<file path="src/rtl/core/tea_pkg.sv">
// shared types and constants for the tea block cipher
// no dependencies
`default_nettype none

package tea_pkg;

  localparam int unsigned TEA_WORD_W = 32;
  localparam int unsigned TEA_SHL = 4;
  localparam int unsigned TEA_SHR = 5;

  // depth of the queue between front and back, power of two
  localparam int unsigned TEA_QUEUE_DEPTH = 4;

  // apb register map, index = paddr[4:2]
  localparam int unsigned TEA_ADDR_W = 5;
  localparam int unsigned TEA_IDX_W = 3;
  localparam logic [TEA_IDX_W-1:0] TEA_REG_KEY0  = 3'd0;
  localparam logic [TEA_IDX_W-1:0] TEA_REG_KEY1  = 3'd1;
  localparam logic [TEA_IDX_W-1:0] TEA_REG_KEY2  = 3'd2;
  localparam logic [TEA_IDX_W-1:0] TEA_REG_KEY3  = 3'd3;
  localparam logic [TEA_IDX_W-1:0] TEA_REG_DELTA = 3'd4;

  localparam logic [TEA_WORD_W-1:0] TEA_DELTA_RESET = 32'h9E37_79B9;

  typedef struct packed {
    logic [TEA_WORD_W-1:0] key0;
    logic [TEA_WORD_W-1:0] key1;
    logic [TEA_WORD_W-1:0] key2;
    logic [TEA_WORD_W-1:0] key3;
    logic [TEA_WORD_W-1:0] delta;
  } tea_cfg_t;

  typedef struct packed {
    logic                  decrypt;
    logic [TEA_WORD_W-1:0] left;
    logic [TEA_WORD_W-1:0] right;
    logic [TEA_WORD_W-1:0] sum;
  } tea_item_t;

endpackage

`default_nettype wire

</file>
<file path="src/rtl/core/tea_queue.sv">
// short fifo of classified transactions between front and back
// depends on tea_pkg
`default_nettype none

module tea_queue import tea_pkg::*; (
  input  wire logic      clk_i,
  input  wire logic      rst_ni,
  input  wire logic      push_i,
  input  wire tea_item_t item_i,
  output logic           full_o,
  input  wire logic      pop_i,
  output logic           valid_o,
  output tea_item_t      item_o
);

  localparam int unsigned PtrW = (TEA_QUEUE_DEPTH > 1) ? $clog2(TEA_QUEUE_DEPTH) : 1;
  localparam int unsigned CntW = $clog2(TEA_QUEUE_DEPTH + 1);
  localparam logic [PtrW-1:0] PtrLast = PtrW'(TEA_QUEUE_DEPTH - 1);
  localparam logic [CntW-1:0] CntFull = CntW'(TEA_QUEUE_DEPTH);

  tea_item_t       entry_q [TEA_QUEUE_DEPTH];
  logic [PtrW-1:0] wr_ptr_q, wr_ptr_d;
  logic [PtrW-1:0] rd_ptr_q, rd_ptr_d;
  logic [CntW-1:0] count_q, count_d;

  assign full_o  = (count_q == CntFull);
  assign valid_o = (count_q != '0);
  assign item_o  = entry_q[rd_ptr_q];

  always_comb begin
    wr_ptr_d = wr_ptr_q;
    rd_ptr_d = rd_ptr_q;
    count_d  = count_q;
    if (push_i) begin
      wr_ptr_d = (wr_ptr_q == PtrLast) ? '0 : wr_ptr_q + 1'b1;
    end
    if (pop_i) begin
      rd_ptr_d = (rd_ptr_q == PtrLast) ? '0 : rd_ptr_q + 1'b1;
    end
    if (push_i && !pop_i) begin
      count_d = count_q + 1'b1;
    end else if (pop_i && !push_i) begin
      count_d = count_q - 1'b1;
    end
  end

  always_ff @(posedge clk_i or negedge rst_ni) begin
    if (!rst_ni) begin
      wr_ptr_q <= '0;
      rd_ptr_q <= '0;
      count_q  <= '0;
    end else begin
      wr_ptr_q <= wr_ptr_d;
      rd_ptr_q <= rd_ptr_d;
      count_q  <= count_d;
    end
  end

  always_ff @(posedge clk_i) begin
    if (push_i) begin
      entry_q[wr_ptr_q] <= item_i;
    end
  end

endmodule

`default_nettype wire

</file>
<file path="config.mk">
export PLATFORM = sky130hd
export DESIGN_NAME = tea_queue
export DESIGN_NICKNAME = d
export VERILOG_FILES = /design/src/rtl/core/tea_pkg.sv /design/src/rtl/core/tea_queue.sv
export SDC_FILE = /design/constraint.sdc
export NUM_CORES = 1
export LEC_CHECK = 0
export BUFFER_PORTS_ARGS = -buffer_cell sky130_fd_sc_hd__buf_2
export CAP_MARGIN = 20
export CORE_MARGIN = 4
export CORE_UTILIZATION = 36
export DETAILED_ROUTE_END_ITERATION = 6
export GPL_ROUTABILITY_DRIVEN = 0
export GPL_TIMING_DRIVEN = 1
export PLACE_DENSITY_LB_ADDON = 0.1
export SETUP_SLACK_MARGIN = 0.02
export SYNTH_ARGS = -nofsm -noshare
export SYNTH_HDL_FRONTEND = slang
export SYNTH_SLANG_ARGS = --single-unit
</file>
<file path="constraint.sdc">
create_clock -name clk_i -period 10.4 [get_ports clk_i]
set_input_delay 1.04 -clock clk_i [delete_from_list [all_inputs] [get_ports clk_i]]
set_output_delay 1.04 -clock clk_i [all_outputs]
set_load 0.05 [all_outputs]
</file>
# Word-level counts from Yosys, hierarchy flattened
# Memory sizes are Yosys's and may differ from the RTL's.
# Index checks and enable logic that the tools add are counted.
[totals] out_inout_bits=99 in_bits=101 ramBits=388 mem_bits_ro=0 latch_bits=0 memories=1 register_bits=7
[memory_table] memory="entry_q" words=4 word_bits=97 read_ports=1 rd_clocked_by_memory_dff=0 wr=1 line_no="tea_queue.sv:21" text="tea_item_t entry_q [TEA_QUEUE_DEPTH];"
[op_classes] n_lt_le_gt_ge=0 div=0 reduce_logical=6 bitwise_logic=0 n_eq_ne=3 shift=0 add_sub_neg=4 muxes=6 n_mul=0
[ops] op="$mux W3" count=2
[ops] op="$add A2 B1 Y2 const B" count=2
[ops] op="$eq A2 B2 Y1 const B" count=2
[ops] op="$mux W2" count=2
[ops] op="$add A3 B1 Y3 const B" count=1
[ops] op="$eq A3 B3 Y1 const B" count=1
[ops] op="$reduce_bool A3 Y1" count=1
[ops] op="$sub A3 B1 Y3 const B" count=1
[ops] op="$logic_and A1 B1 Y1" count=2
[ops] op="$logic_not A1 Y1" count=2
[ops] op="$mux W1" count=2
[ops] op="$reduce_bool A2 Y1" count=1

# Longest topological paths before layout
[depth] depth_word=4 ltp_mapped=7 mapped_depth_nobuf=7

# Least setup slack after synthesis
# Ideal clock, no wire load.
[synth_timing] kind="input -> register" from="in push_i" to="mem entry_q[2][0] (netlist bit) (enable)" arrival_ps=3282 path_slack_ps=6652 cell_stages=1 path_buffers=0 cell_sequence="and2_1"
[synth_between] elab_chain_cells=2
[synth_rtl] element="from (decl)" line_no="tea_queue.sv:8" text="input wire logic push_i,"
[synth_rtl] element="$mux W1" line_no="tea_queue.sv:60" text="if (push_i) begin"
[synth_rtl] element="$mux W1 (not written as such)" line_no="tea_queue.sv:61" text="entry_q[wr_ptr_q] <= item_i;"
[synth_rtl] element="to (decl)" line_no="tea_queue.sv:21"
# No other way between the ends.

==> summary.txt <==
Status
  – Result of the run: finished, final reports clean

Floorplanning
  – Die Width: 208 um
  – # IOs: 200
  – Standard-cell rows: 73
  – Die Area: 43300 sq um
  – Die height: 208 um
  – Core area: 39600 sq um
  – Initial Util: 36.3%

Timing
  – Actual slew at the worst max-slew pin: 0.981 ns
  – Relative max-transition margin: 34.6%
  – Fin Clk Skew: 0.0120 ns
  – Final hold vios: 0
  – Setup TNS: 0 ns
  – Final Cycle Share: 39.0%
  – Period minus WS final: 4.05 ns
  – FMAX: 247 MHz
  – # setup viols final: 0
  – Final Max Tran Viols: 0
  – Unrepaired setup endpoints after global routing: false

Yosys
  – Syn Nets: 652
  – Ys Warns: 0
  – Sequential element share of the synthesized area: 82.1%
  – Syn_area_per_cell: 26.5 sq um
  – Post-Synthesis Cells: 544
  – Synth Cell Area: 14400 sq um
  – Library cells used by synthesis: 21
  – Seq cells post-synth: 395

Drt
  – 1st-pass router iterations: 5
  – Initial DRC Count: 259
  – Drt total wl: 29600 um
  – Number of routed nets with antenna violations: 0
  – WL per Instance: 22.2 um
  – Routed vias/inst: 4.83
  – DR DRC count: 0
  – Vias: 6440

Power and ir drop
  – Total power: 5.57 mW
  – IR drop worst, VDD: 0.176 mV
  – PD cells: 323 nW/um^2
  – Leak: 5.83 nW

Clocking
  – Number of setup buffers added after CTS: 0
  – Clock latency at the later pin of the worst-skew pair: 0.54 ns
  – TritonCTS clock tree: built
  – Clock Sinks: 395
  – Total CTS buffers: 43
  – Clock tree buffer depth: 3
  – Post-CTS Hold Fix Bufs: 0
  – CTS root buf: clkbuf_16
  – CTS H-tree depth: 2
  – Clock slew at reported path FFs: 0.06 ns
  – Post-CTS sizing: 0

Finish
  – Number of fill cells: 3499
  – Post-route insts no fill: 1332
  – Layout cells sized above 1: 45.9%
  – Net count, final: 881
  – Area Overhead vs Synth: 19.9%

GRT
  – GRT Total Usage: 13.6%
  – Largest net degree at the start of global routing: 60
  – First-pass GRT wire length: 44400 um
  – Initial antenna violation count: 5
  – Busiest metal layer after global routing: met2
  – Total gr overflow: 0
  – Vias in the first global route: 7103
  – Met3 Use GR: 3.69%
  – Met1 usage: 16.6%
  – Met2 Usage GRT: 23.8%

Worst setup path
  – Worst Path Arrival: 3.01 ns
  – Cells on worst reg2reg path: 4
  – Startpoint Class: flop
  – FF-to-FF End: entry_q[0][13]
  – R2r setup slk: 7.82 ns
  – Max Fanout on Critical Path: 43
  – Required @ worst endpoint: 9.36 ns
  – Reg2Reg Launch Point: wr_ptr_q[0]
  – WS Path Type: flop to output pin
  – Crit path capture type: output pin

Placed design
  – IO Port Bufs: 199
  – Hpwl dp: 17200 um
  – Placed cells: 1253

Hold path
  – Min-delay worst type: input pin to async pin

Flow run
  – Maxcap violations: 0
[critical path: stages, from the launching register on]
cell	delay, ns
dfrtp_4	0.76
buf_4	0.80
mux4_2	0.62
buf_2	0.23
[routing by layer]
layer  vias to the layer above  wire length [um]
met2                       172             15500
li1                       2815                 -
met3                        50              1590
met1                      3395             11900
met5                         -                39
met4                         8               633
[synthesized netlist by cell type]
cell        n  area (sq um)
buf_12      1          20.0
dfrtp_1     7           175
inv_1       4          15.0
or3_1       1          6.26
nor3b_1     1          7.51
xnor2_1     1          8.76
and2_1      4          25.0
nand2_1     2          7.51
xor2_1      2          17.5
mux2_2      3          33.8
nor2_1      3          11.3
clkbuf_1    6          22.5
fa_1        1          20.0
buf_2       6          30.0
ha_1        6          75.1
edfxtp_1  388         11700
buf_4       7          52.6
mux4_2     97          2180
o21ai_0     2          10.0
buf_8       1          15.0
buf_6       1          11.3
[through the flow]
stage | util, % | hold slack (ns) | setup WS, ns | instance area (sq um)
2_1_floorplan | - | 0.449 | 6.65 | 14400
3_3_place_gp | 40.3 | 0.465 | 6.76 | 16000
3_5_place_dp | 40.3 | 0.500 | 6.76 | 16000
4_1_cts | 43.5 | 0.277 | 6.14 | 17300
5_1_grt | 43.6 | 0.297 | 6.05 | 17300
6_report | 43.6 | 0.325 | 6.35 | 17300
[layout make-up]
class | instances | area (sq um) | share of cell area [%]
diodes | 1 | 2.50 | 0.0145
clock buffers | 53 | 1110 | 6.45
clock inverters | 25 | 176 | 1.02
inverters | 4 | 15.0 | 0.0870
multi-input cells | 123 | 2420 | 14.0
flip-flops and latches | 395 | 11800 | 68.5
well taps | 525 | 657 | 3.80
repair buffers | 206 | 1050 | 6.07
[cell usage in the layout (no fill, tap or decap), drive strengths merged, types with 2 or more instances in the layout]
| cell type | synthesis | layout |
|---|---|---|
| and2 | 4 | 4 |
| buf | 16 | 206 |
| bufinv | 0 | 2 |
| clkbuf | 6 | 53 |
| clkinv | 0 | 19 |
| dfrtp | 7 | 7 |
| edfxtp | 388 | 388 |
| ha | 6 | 6 |
| inv | 4 | 7 |
| mux2 | 3 | 3 |
| mux4 | 97 | 97 |
| nand2 | 2 | 2 |
| nor2 | 3 | 3 |
| o21ai | 2 | 2 |
| xor2 | 2 | 2 |
[cell families (layout without fill, tap and decap cells)]
logic type	after synthesis	count (layout)	synth area share, %
adder cells (fa/ha/maj)	7	7	0.660
flip-flops	395	395	82.1
XOR/XNOR	3	3	0.182
other	0	1	0
buffers and inverters	26	288	1.16
AND/OR/NAND/NOR	11	11	0.400
multiplexers	100	100	15.4
AO/OA/AOI/OAI	2	2	0.0695
[flip-flops by register name (all words and copies together) (netlist names)]
register,count
count_q,3
entry_q,388
rd_ptr_q,2
wr_ptr_q,2
[where the power goes]
part | internal [mW] | switching (mW)
logic | 0.589 | 1.41
clock network | 0.810 | 0.582
registers | 2.04 | 0.129
[how the worst max path moves through the flow]
stage          depth (start not counted)             to  slack, ns   startpoint
3_5_place_dp                           3     item_o[96]       6.76  rd_ptr_q[0]
5_1_grt                                3     item_o[96]       6.05  rd_ptr_q[0]
3_3_place_gp                           3     item_o[96]       6.76  rd_ptr_q[0]
6_report                               3     item_o[96]       6.35  rd_ptr_q[0]
4_1_cts                                3     item_o[96]       6.14  rd_ptr_q[0]
2_1_floorplan                          1  entry_q[2][0]       6.65       push_i
Power figures use the tool's default switching activity.
