===== config.mk =====
export PLATFORM = sky130hd
export DESIGN_NAME = tea_front
export DESIGN_NICKNAME = d
export VERILOG_FILES = /design/src/rtl/core/tea_pkg.sv /design/src/rtl/core/tea_front.sv
export SDC_FILE = /design/constraint.sdc
export NUM_CORES = 1
export LEC_CHECK = 0
export BUFFER_PORTS_ARGS = -buffer_cell sky130_fd_sc_hd__buf_4
export CORE_AREA = 5 5 122 124
export DETAILED_ROUTE_END_ITERATION = 7
export DIE_AREA = 0 0 127 129
export PLACE_DENSITY = 0.46
export SYNTH_ARGS = -nofsm -noshare
export SYNTH_HDL_FRONTEND = slang
export SYNTH_SLANG_ARGS = --single-unit

===== constraint.sdc =====
create_clock -name vclk -period 0.8
set_input_delay 0.08 -clock vclk [all_inputs]
set_output_delay 0.08 -clock vclk [all_outputs]
set_load 0.03 [all_outputs]

===== src/rtl/core/tea_pkg.sv =====
// shared types and constants for the tea block cipher
// no dependencies
`default_nettype none

package tea_pkg;

  localparam int unsigned TEA_WORD_W = 32;
  localparam int unsigned TEA_SHL = 4;
  localparam int unsigned TEA_SHR = 5;

  // depth of the queue between front and back, power of two
  localparam int unsigned TEA_QUEUE_DEPTH = 4;

  // apb register map, index = paddr[4:2]
  localparam int unsigned TEA_ADDR_W = 5;
  localparam int unsigned TEA_IDX_W = 3;
  localparam logic [TEA_IDX_W-1:0] TEA_REG_KEY0  = 3'd0;
  localparam logic [TEA_IDX_W-1:0] TEA_REG_KEY1  = 3'd1;
  localparam logic [TEA_IDX_W-1:0] TEA_REG_KEY2  = 3'd2;
  localparam logic [TEA_IDX_W-1:0] TEA_REG_KEY3  = 3'd3;
  localparam logic [TEA_IDX_W-1:0] TEA_REG_DELTA = 3'd4;

  localparam logic [TEA_WORD_W-1:0] TEA_DELTA_RESET = 32'h9E37_79B9;

  typedef struct packed {
    logic [TEA_WORD_W-1:0] key0;
    logic [TEA_WORD_W-1:0] key1;
    logic [TEA_WORD_W-1:0] key2;
    logic [TEA_WORD_W-1:0] key3;
    logic [TEA_WORD_W-1:0] delta;
  } tea_cfg_t;

  typedef struct packed {
    logic                  decrypt;
    logic [TEA_WORD_W-1:0] left;
    logic [TEA_WORD_W-1:0] right;
    logic [TEA_WORD_W-1:0] sum;
  } tea_item_t;

endpackage

`default_nettype wire


===== src/rtl/core/tea_front.sv =====
// front end: accepts input transactions, picks the mode and the starting sum
// depends on tea_pkg
`default_nettype none

module tea_front import tea_pkg::*; #(
  parameter int unsigned ROUND_COUNT = 32
) (
  input  wire logic                  in_valid_i,
  output logic                       in_ready_o,
  input  wire logic                  req_type_i,
  input  wire logic [TEA_WORD_W-1:0] left_half_i,
  input  wire logic [TEA_WORD_W-1:0] right_half_i,
  input  wire tea_cfg_t              cfg_i,
  input  wire logic                  queue_full_i,
  output logic                       push_o,
  output tea_item_t                  item_o
);

  logic [TEA_WORD_W-1:0] sum_total;

  // decryption walks the sum down from delta * rounds
  assign sum_total = cfg_i.delta * TEA_WORD_W'(ROUND_COUNT);

  assign in_ready_o = !queue_full_i;
  assign push_o     = in_valid_i && !queue_full_i;

  always_comb begin
    item_o.decrypt = req_type_i;
    item_o.left    = left_half_i;
    item_o.right   = right_half_i;
    // encryption adds delta ahead of each round, so the first round sees delta
    item_o.sum     = req_type_i ? sum_total : cfg_i.delta;
  end

endmodule

`default_nettype wire


# --- After elaboration in Yosys (flattened, before gate mapping) ---
# Cells that the tools add are included.
totals:
  register_bits: 0
  wordCells: 3
  inputBits: 227
classes:
  muxes: 1
  reduce_logical: 2
op_table:
  columns: ["operator", "n"]
  rows:
  - ["2-to-1 mux 32 bit", 1]
  - ["logical AND 1 bit", 1]
  - ["logical NOT 1 bit", 1]

# --- Depth between registers and ports, before layout ---
# Gate-level depths: netlist of run 1.
logic_depth:
  depth_word: 2
  depth_mapped: 3
  ltp_nobuf: 1

# --- Least setup slack after synthesis of run 1 ---
# Ideal clock, no wire load.
synth_path:
  path_kind: "input port to output port"
  startpoint: "input port req_type_i"
  endpoint: "output port item_o[0] (netlist bit)"
  path_buffers: 2
  arrival_ns: 0.781
  cell_stages: 3
  path_slack_ns: -0.061
  path_cell_list: "buf_6 -> buf_6 -> nor2b_1"
synth_lines:
  columns: ["item", "line", "text"]
  rows:
  - ["from (decl)", "tea_front.sv:10", "input wire logic req_type_i,"]
  - ["to (decl)", "tea_front.sv:16", "output tea_item_t item_o"]

==> metrics.md, run 1 <==
| Metric | Value |
|---|---|
| Ys Warns | 0 |
| Total Power Consumption | 1080 uW |
| Number of top-level design ports | around 330 |
| Highest cell delay on the worst timing path | 0.30 ns |
| Ant. Diodes | 0 |
| Critical Path Sink Type | output pin |
| Initial cell density of the core | 7.24% |
| Achievable frequency | 1120 MHz |
| Antenna violations before repair | 0 |
| Routed len/inst | 11.7 um |
| Largest net degree at the start of global routing | 8 |
| Cells along the critical path | buf_16 > buf_12 > mux2_4 > buf_6 |
| Count of buffers inserted at the top-level ports | 70 |
| Power density cells | 729 nW/um^2 |
| Critical Path Stages | 4 |
| Required time of the critical path | 0.72 ns |
| Sequential share of the synthesized area | 0% |
| Die height | 129 um |
| Startpoint type of the worst setup path | input port |
| Number of core rows | 43 |
| Layout Area Growth over Synthesis | 49.4% |
| Peak ir drop on the vdd network | ~0.28 mV |
| Depth of the worst hold-timing path | 0 |
| Largest delay contributor family on the critical path | buffers and inverters |
| Worst rel slew slack | between 90% and 100% |
| Area of all placed cells without fillers | ~1500 sq um |
| Total routing resource utilization after global routing | under 10% |
| P_leak | 0.000695 uW |
| Number of DRC markers after the initial detailed-route iteration | 4 |
| Die Outline Area | about 16000 sq um |
| Most frequent cells in the layout | 43 x sky130_fd_sc_hd__buf_4, 27 x sky130_fd_sc_hd__mux2_4, 27 x sky130_fd_sc_hd__buf_6, 5 x sky130_fd_sc_hd__nor2b_1, 5 x sky130_fd_sc_hd__buf_16 |
| Wire length of the first global-routing pass | between 4 and 5 mm |
| CP max stage cell | sky130_fd_sc_hd__mux2_4 |
| Share of final-layout standard cells stronger than drive strength 1 | between 90% and 100% |
| Wirelength, routed | ~3.4 mm |
| Hold crit path type | in2out |
| Library cells used by synthesis | 7 |
| Post-cts hold buffer count | 0 |
| DRC violations left | 0 |
| Vias | about 660 |
| Share of the cycle needed by the critical path after routing | 111% |
| Setup repair after global routing missed its margin | true |
| Core outline area | about 14000 sq um |
| Pre-Repair DR Iteration Count | 3 |
| Crit-path max FO | 7 |
| # clk buffers | 0 |
| Slew Viols, Final | 0 |
| Crit path setup slack, layout | -0.0919 ns |
| Via/cell ratio | around 2.3 |
| Cell area after technology mapping | 990 sq um |
| Post-route ant nets | 0 |
| Arrival @ worst endpoint | ~0.8 ns |
| Last weighted congestion value of the routability-driven placer | just over 0.7 |
| Net count, final | 340 |
| Multi-input logic area | about 450 sq um |
| Final number of hold-violating endpoints | 0 |
| Number of cells produced by synthesis | ~100 |
| Sequential cell count | 0 |
| CP Class | in2out |
| Average footprint of a synthesized cell | slightly below 10 sq um |
| Least-Margin Pin Slew | around 0.11 ns |
| Clock period minus final worst setup slack | about 0.9 ns |
| Worst Hold Endpoint | item_o[38] |
| Hold wc startpoint | right_half_i[6] |
| Most common cell after layout, fill and taps aside | sky130_fd_sc_hd__buf_4 |
| Violations in the final reports | negative setup slack |
| Overall die width | roughly 130 um |
| Register cell area after layout | 0 sq um |
| FILL cells | 1603 |
| # setup viols final | 27 |
| Total buffers and inverters traversed by the critical path | 3 |
| Instance area after placement | 1230 sq um |
| Outcome | complete, but fails checks |
| Global route overflow | 0 |
| # Max-Cap Violations | 0 |
| Vias in the first global route | ~760 |
| Synthesized Nets | 330 |
synthesized netlist by cell type:
library cell              instances  share of area [%]
sky130_fd_sc_hd__buf_4           65                 49
sky130_fd_sc_hd__inv_1            1               0.38
sky130_fd_sc_hd__buf_12           2                4.0
sky130_fd_sc_hd__buf_6            2                2.3
sky130_fd_sc_hd__mux2_4          25                 38
sky130_fd_sc_hd__nor2b_1          6                3.8
sky130_fd_sc_hd__mux2_2           2                2.3
worst max-delay path by stage:
| stage | start | to | slack, ns |
|---|---|---|---|
| after floorplan | req_type_i | item_o[0] | -0.06 |
| after global placement | req_type_i | item_o[27] | -0.15 |
| after detailed placement | req_type_i | item_o[22] | -0.16 |
| after CTS | req_type_i | item_o[6] | -0.11 |
| after global routing | req_type_i | item_o[6] | -0.12 |
| final | req_type_i | item_o[24] | -0.09 |
cells by family after synthesis:
logic type / share of synthesized area, %
buffers and inverters: 56.0
multiplexers: 40.2
AND/OR/NAND/NOR: 3.79
layout make-up:
cell class	instances	area share [%]
Multi-Input combinational cell	33	30.1
Inverter	1	0.254
Tap cell	180	15.2
Timing Repair Buffer	77	54.4
power by group:
group / switching [uW] / total, uW / internal, uW / leakage [uW]
clock network: 0 / 0 / 0 / 0
logic: 492 / 1080 / 586 / 0.000695
registers: 0 / 0 / 0 / 0
total: 492 / 1080 / 586 / 0.000695
metal layers:
layer	wire (um)	global-route usage [%]
met5	0	0
met3	389	0.498
met1	1310	4.47
met2	1580	6.41
met4	106	1.51
timing repair:
action / CTS / global route
gates cloned: 4 / 0
gates resized for setup: 38 / 0
endpoints found under the setup margin: 29 / 27
buffers inserted: 1 / 0
pin swaps: 0 / 0
stage by stage:
step | setup slack [ns] | utilization, % | hold WS, ns | cells | setup TNS, ns
after global placement | -0.148 | 9.00 | 0.160 | 286 | -3.69
after global routing | -0.121 | 10.8 | 0.160 | 291 | -2.84
final | -0.0919 | 10.8 | 0.160 | 291 | -2.29
after floorplan | -0.0608 | - | 0.270 | 103 | -0.304
after detailed placement | -0.163 | 9.00 | 0.160 | 286 | -3.85
after CTS | -0.107 | 10.8 | 0.160 | 291 | -2.52
No activity file was read; power rests on OpenSTA's default activity.
==> inputs of run 2 (changes only) <==
--- a/config.mk
+++ b/config.mk
@@ -10,6 +10,7 @@
 export DETAILED_ROUTE_END_ITERATION = 7
 export DIE_AREA = 0 0 127 129
 export PLACE_DENSITY = 0.46
+export REMOVE_ABC_BUFFERS = 1
 export SYNTH_ARGS = -nofsm -noshare
 export SYNTH_HDL_FRONTEND = slang
 export SYNTH_SLANG_ARGS = --single-unit
==> metrics.md, run 2 (synthesized netlist as in run 1, its figures left out) <==
| Metric | Value |
|---|---|
| Vias in the first global route | 714 |
| Die Outline Area | approximately 16000 sq um |
| Total routing resource utilization after global routing | about a tenth |
| Power density cells | 731 nW/um^2 |
| P_leak | just under 0.0007 uW |
| Number of core rows | 43 |
| FILL cells | 1600 |
| # setup viols final | 27 |
| Post-cts hold buffer count | 0 |
| Crit-path max FO | 6 |
| Clock period minus final worst setup slack | roughly 0.9 ns |
| Total Power Consumption | 1050 uW |
| Worst rel slew slack | between 90% and 100% |
| Critical Path Sink Type | output pin |
| Register cell area after layout | 0 sq um |
| Setup repair after global routing missed its margin | true |
| Number of top-level design ports | approximately 330 |
| Core outline area | ~14000 sq um |
| Required time of the critical path | approximately 0.72 ns |
| Last weighted congestion value of the routability-driven placer | about 0.86 |
| Hold slack final | roughly 0.16 ns |
| Count of buffers inserted at the top-level ports | 70 |
| Share of final-layout standard cells stronger than drive strength 1 | ~94% |
| Most frequent cells in the layout | 42 x sky130_fd_sc_hd__buf_4, 27 x sky130_fd_sc_hd__mux2_4, 27 x sky130_fd_sc_hd__buf_6, 6 x sky130_fd_sc_hd__nor2b_1, 3 x sky130_fd_sc_hd__buf_8 |
| Via/cell ratio | 2.28 |
| Routed len/inst | 31.5 um |
| TNS Setup | -1.77 ns |
| Startpoint type of the worst setup path | input port |
| Crit path setup slack, layout | -0.0791 ns |
| Initial cell density of the core | approximately 7.2% |
| Worst-case setup slack after placement | -0.156 ns |
| Least-Margin Pin Slew | approximately 0.098 ns |
| Overall die width | around 130 um |
| Number of DRC markers after the initial detailed-route iteration | 6 |
| Die height | ~130 um |
| Achievable frequency | between 1000 and 1500 MHz |
| Hold crit path type | in2out |
| Wire length of the first global-routing pass | about 10 mm |
| Antenna violations before repair | 0 |
| Layout Area Growth over Synthesis | 44.6% |
| Final number of hold-violating endpoints | 0 |
| Outcome | complete, but fails checks |
| Largest net degree at the start of global routing | 10 |
| Setup Buffers After CTS | 0 |
| Violations in the final reports | negative setup slack |
| Net count, final | 339 |
| Ant. Diodes | 0 |
| Vias | around 660 |
| Share of the cycle needed by the critical path after routing | 110% |
| Share of the core filled with cells in the final layout | between 10% and 20% |
| DRC violations left | 0 |
| # Max-Cap Violations | 0 |
| Wirelength, routed | 9.13 mm |
| # clk buffers | 0 |
| Arrival @ worst endpoint | 0.80 ns |
| Global route overflow | 0 |
| Slew Viols, Final | 0 |
| Post-route ant nets | 0 |
| Most common cell after layout, fill and taps aside | sky130_fd_sc_hd__buf_4 |
| DP HPWL | approximately 8.8 mm |
| CP Class | in2out |
| Pre-Repair DR Iteration Count | 2 |
| Peak ir drop on the vdd network | 0.239 mV |
| Sequential cell count | 0 |
==> run 2: layer usage <==
layer | part of all wire, % | routed length, um | global-route usage (%)
met5 | 0 | 0 | 0
met4 | 0 | 0 | 0
met3 | 28 | 2530 | 12.0
met2 | 58 | 5300 | 21.4
met1 | 14 | 1310 | 4.39
==> run 2: cell type report <==
class                      instances  area [sq um]  share of cell area [%]
inverter                           1          3.75                   0.262
multi-input combinational         33           443                    30.9
tap                              180           225                    15.7
timing repair buffer              76           759                    53.1
==> run 2: what timing repair did <==
action	in CTS	in global routing
gates resized for setup	40	0
setup endpoints to repair	27	27
endpoints found under the hold margin	0	0
cloned	2	0
==> run 2: worst paths after layout <==
kind / from / to / slack, ns / cells after the start
min: left_half_i[0] / item_o[64] / 0.16 / 0
max: req_type_i / item_o[30] / -0.08 / 4
==> run 2: power by group <==
part           switching [uW]  internal (uW)
clock network               0              0
registers                   0              0
logic                     483            563
==> run 2: critical path: stages <==
cell and delay [ns]:
sky130_fd_sc_hd__buf_12 0.13, sky130_fd_sc_hd__buf_12 0.14, sky130_fd_sc_hd__mux2_4 0.30, sky130_fd_sc_hd__buf_6 0.14
==> run 2: per-stage QoR <==
| stage | area, sq um | instances |
|---|---|---|
| floorplan | 439 | 34 |
| global placement | 1230 | 288 |
| detailed placement | 1230 | 288 |
| CTS | 1430 | 290 |
| global route | 1430 | 290 |
| finish | 1430 | 290 |
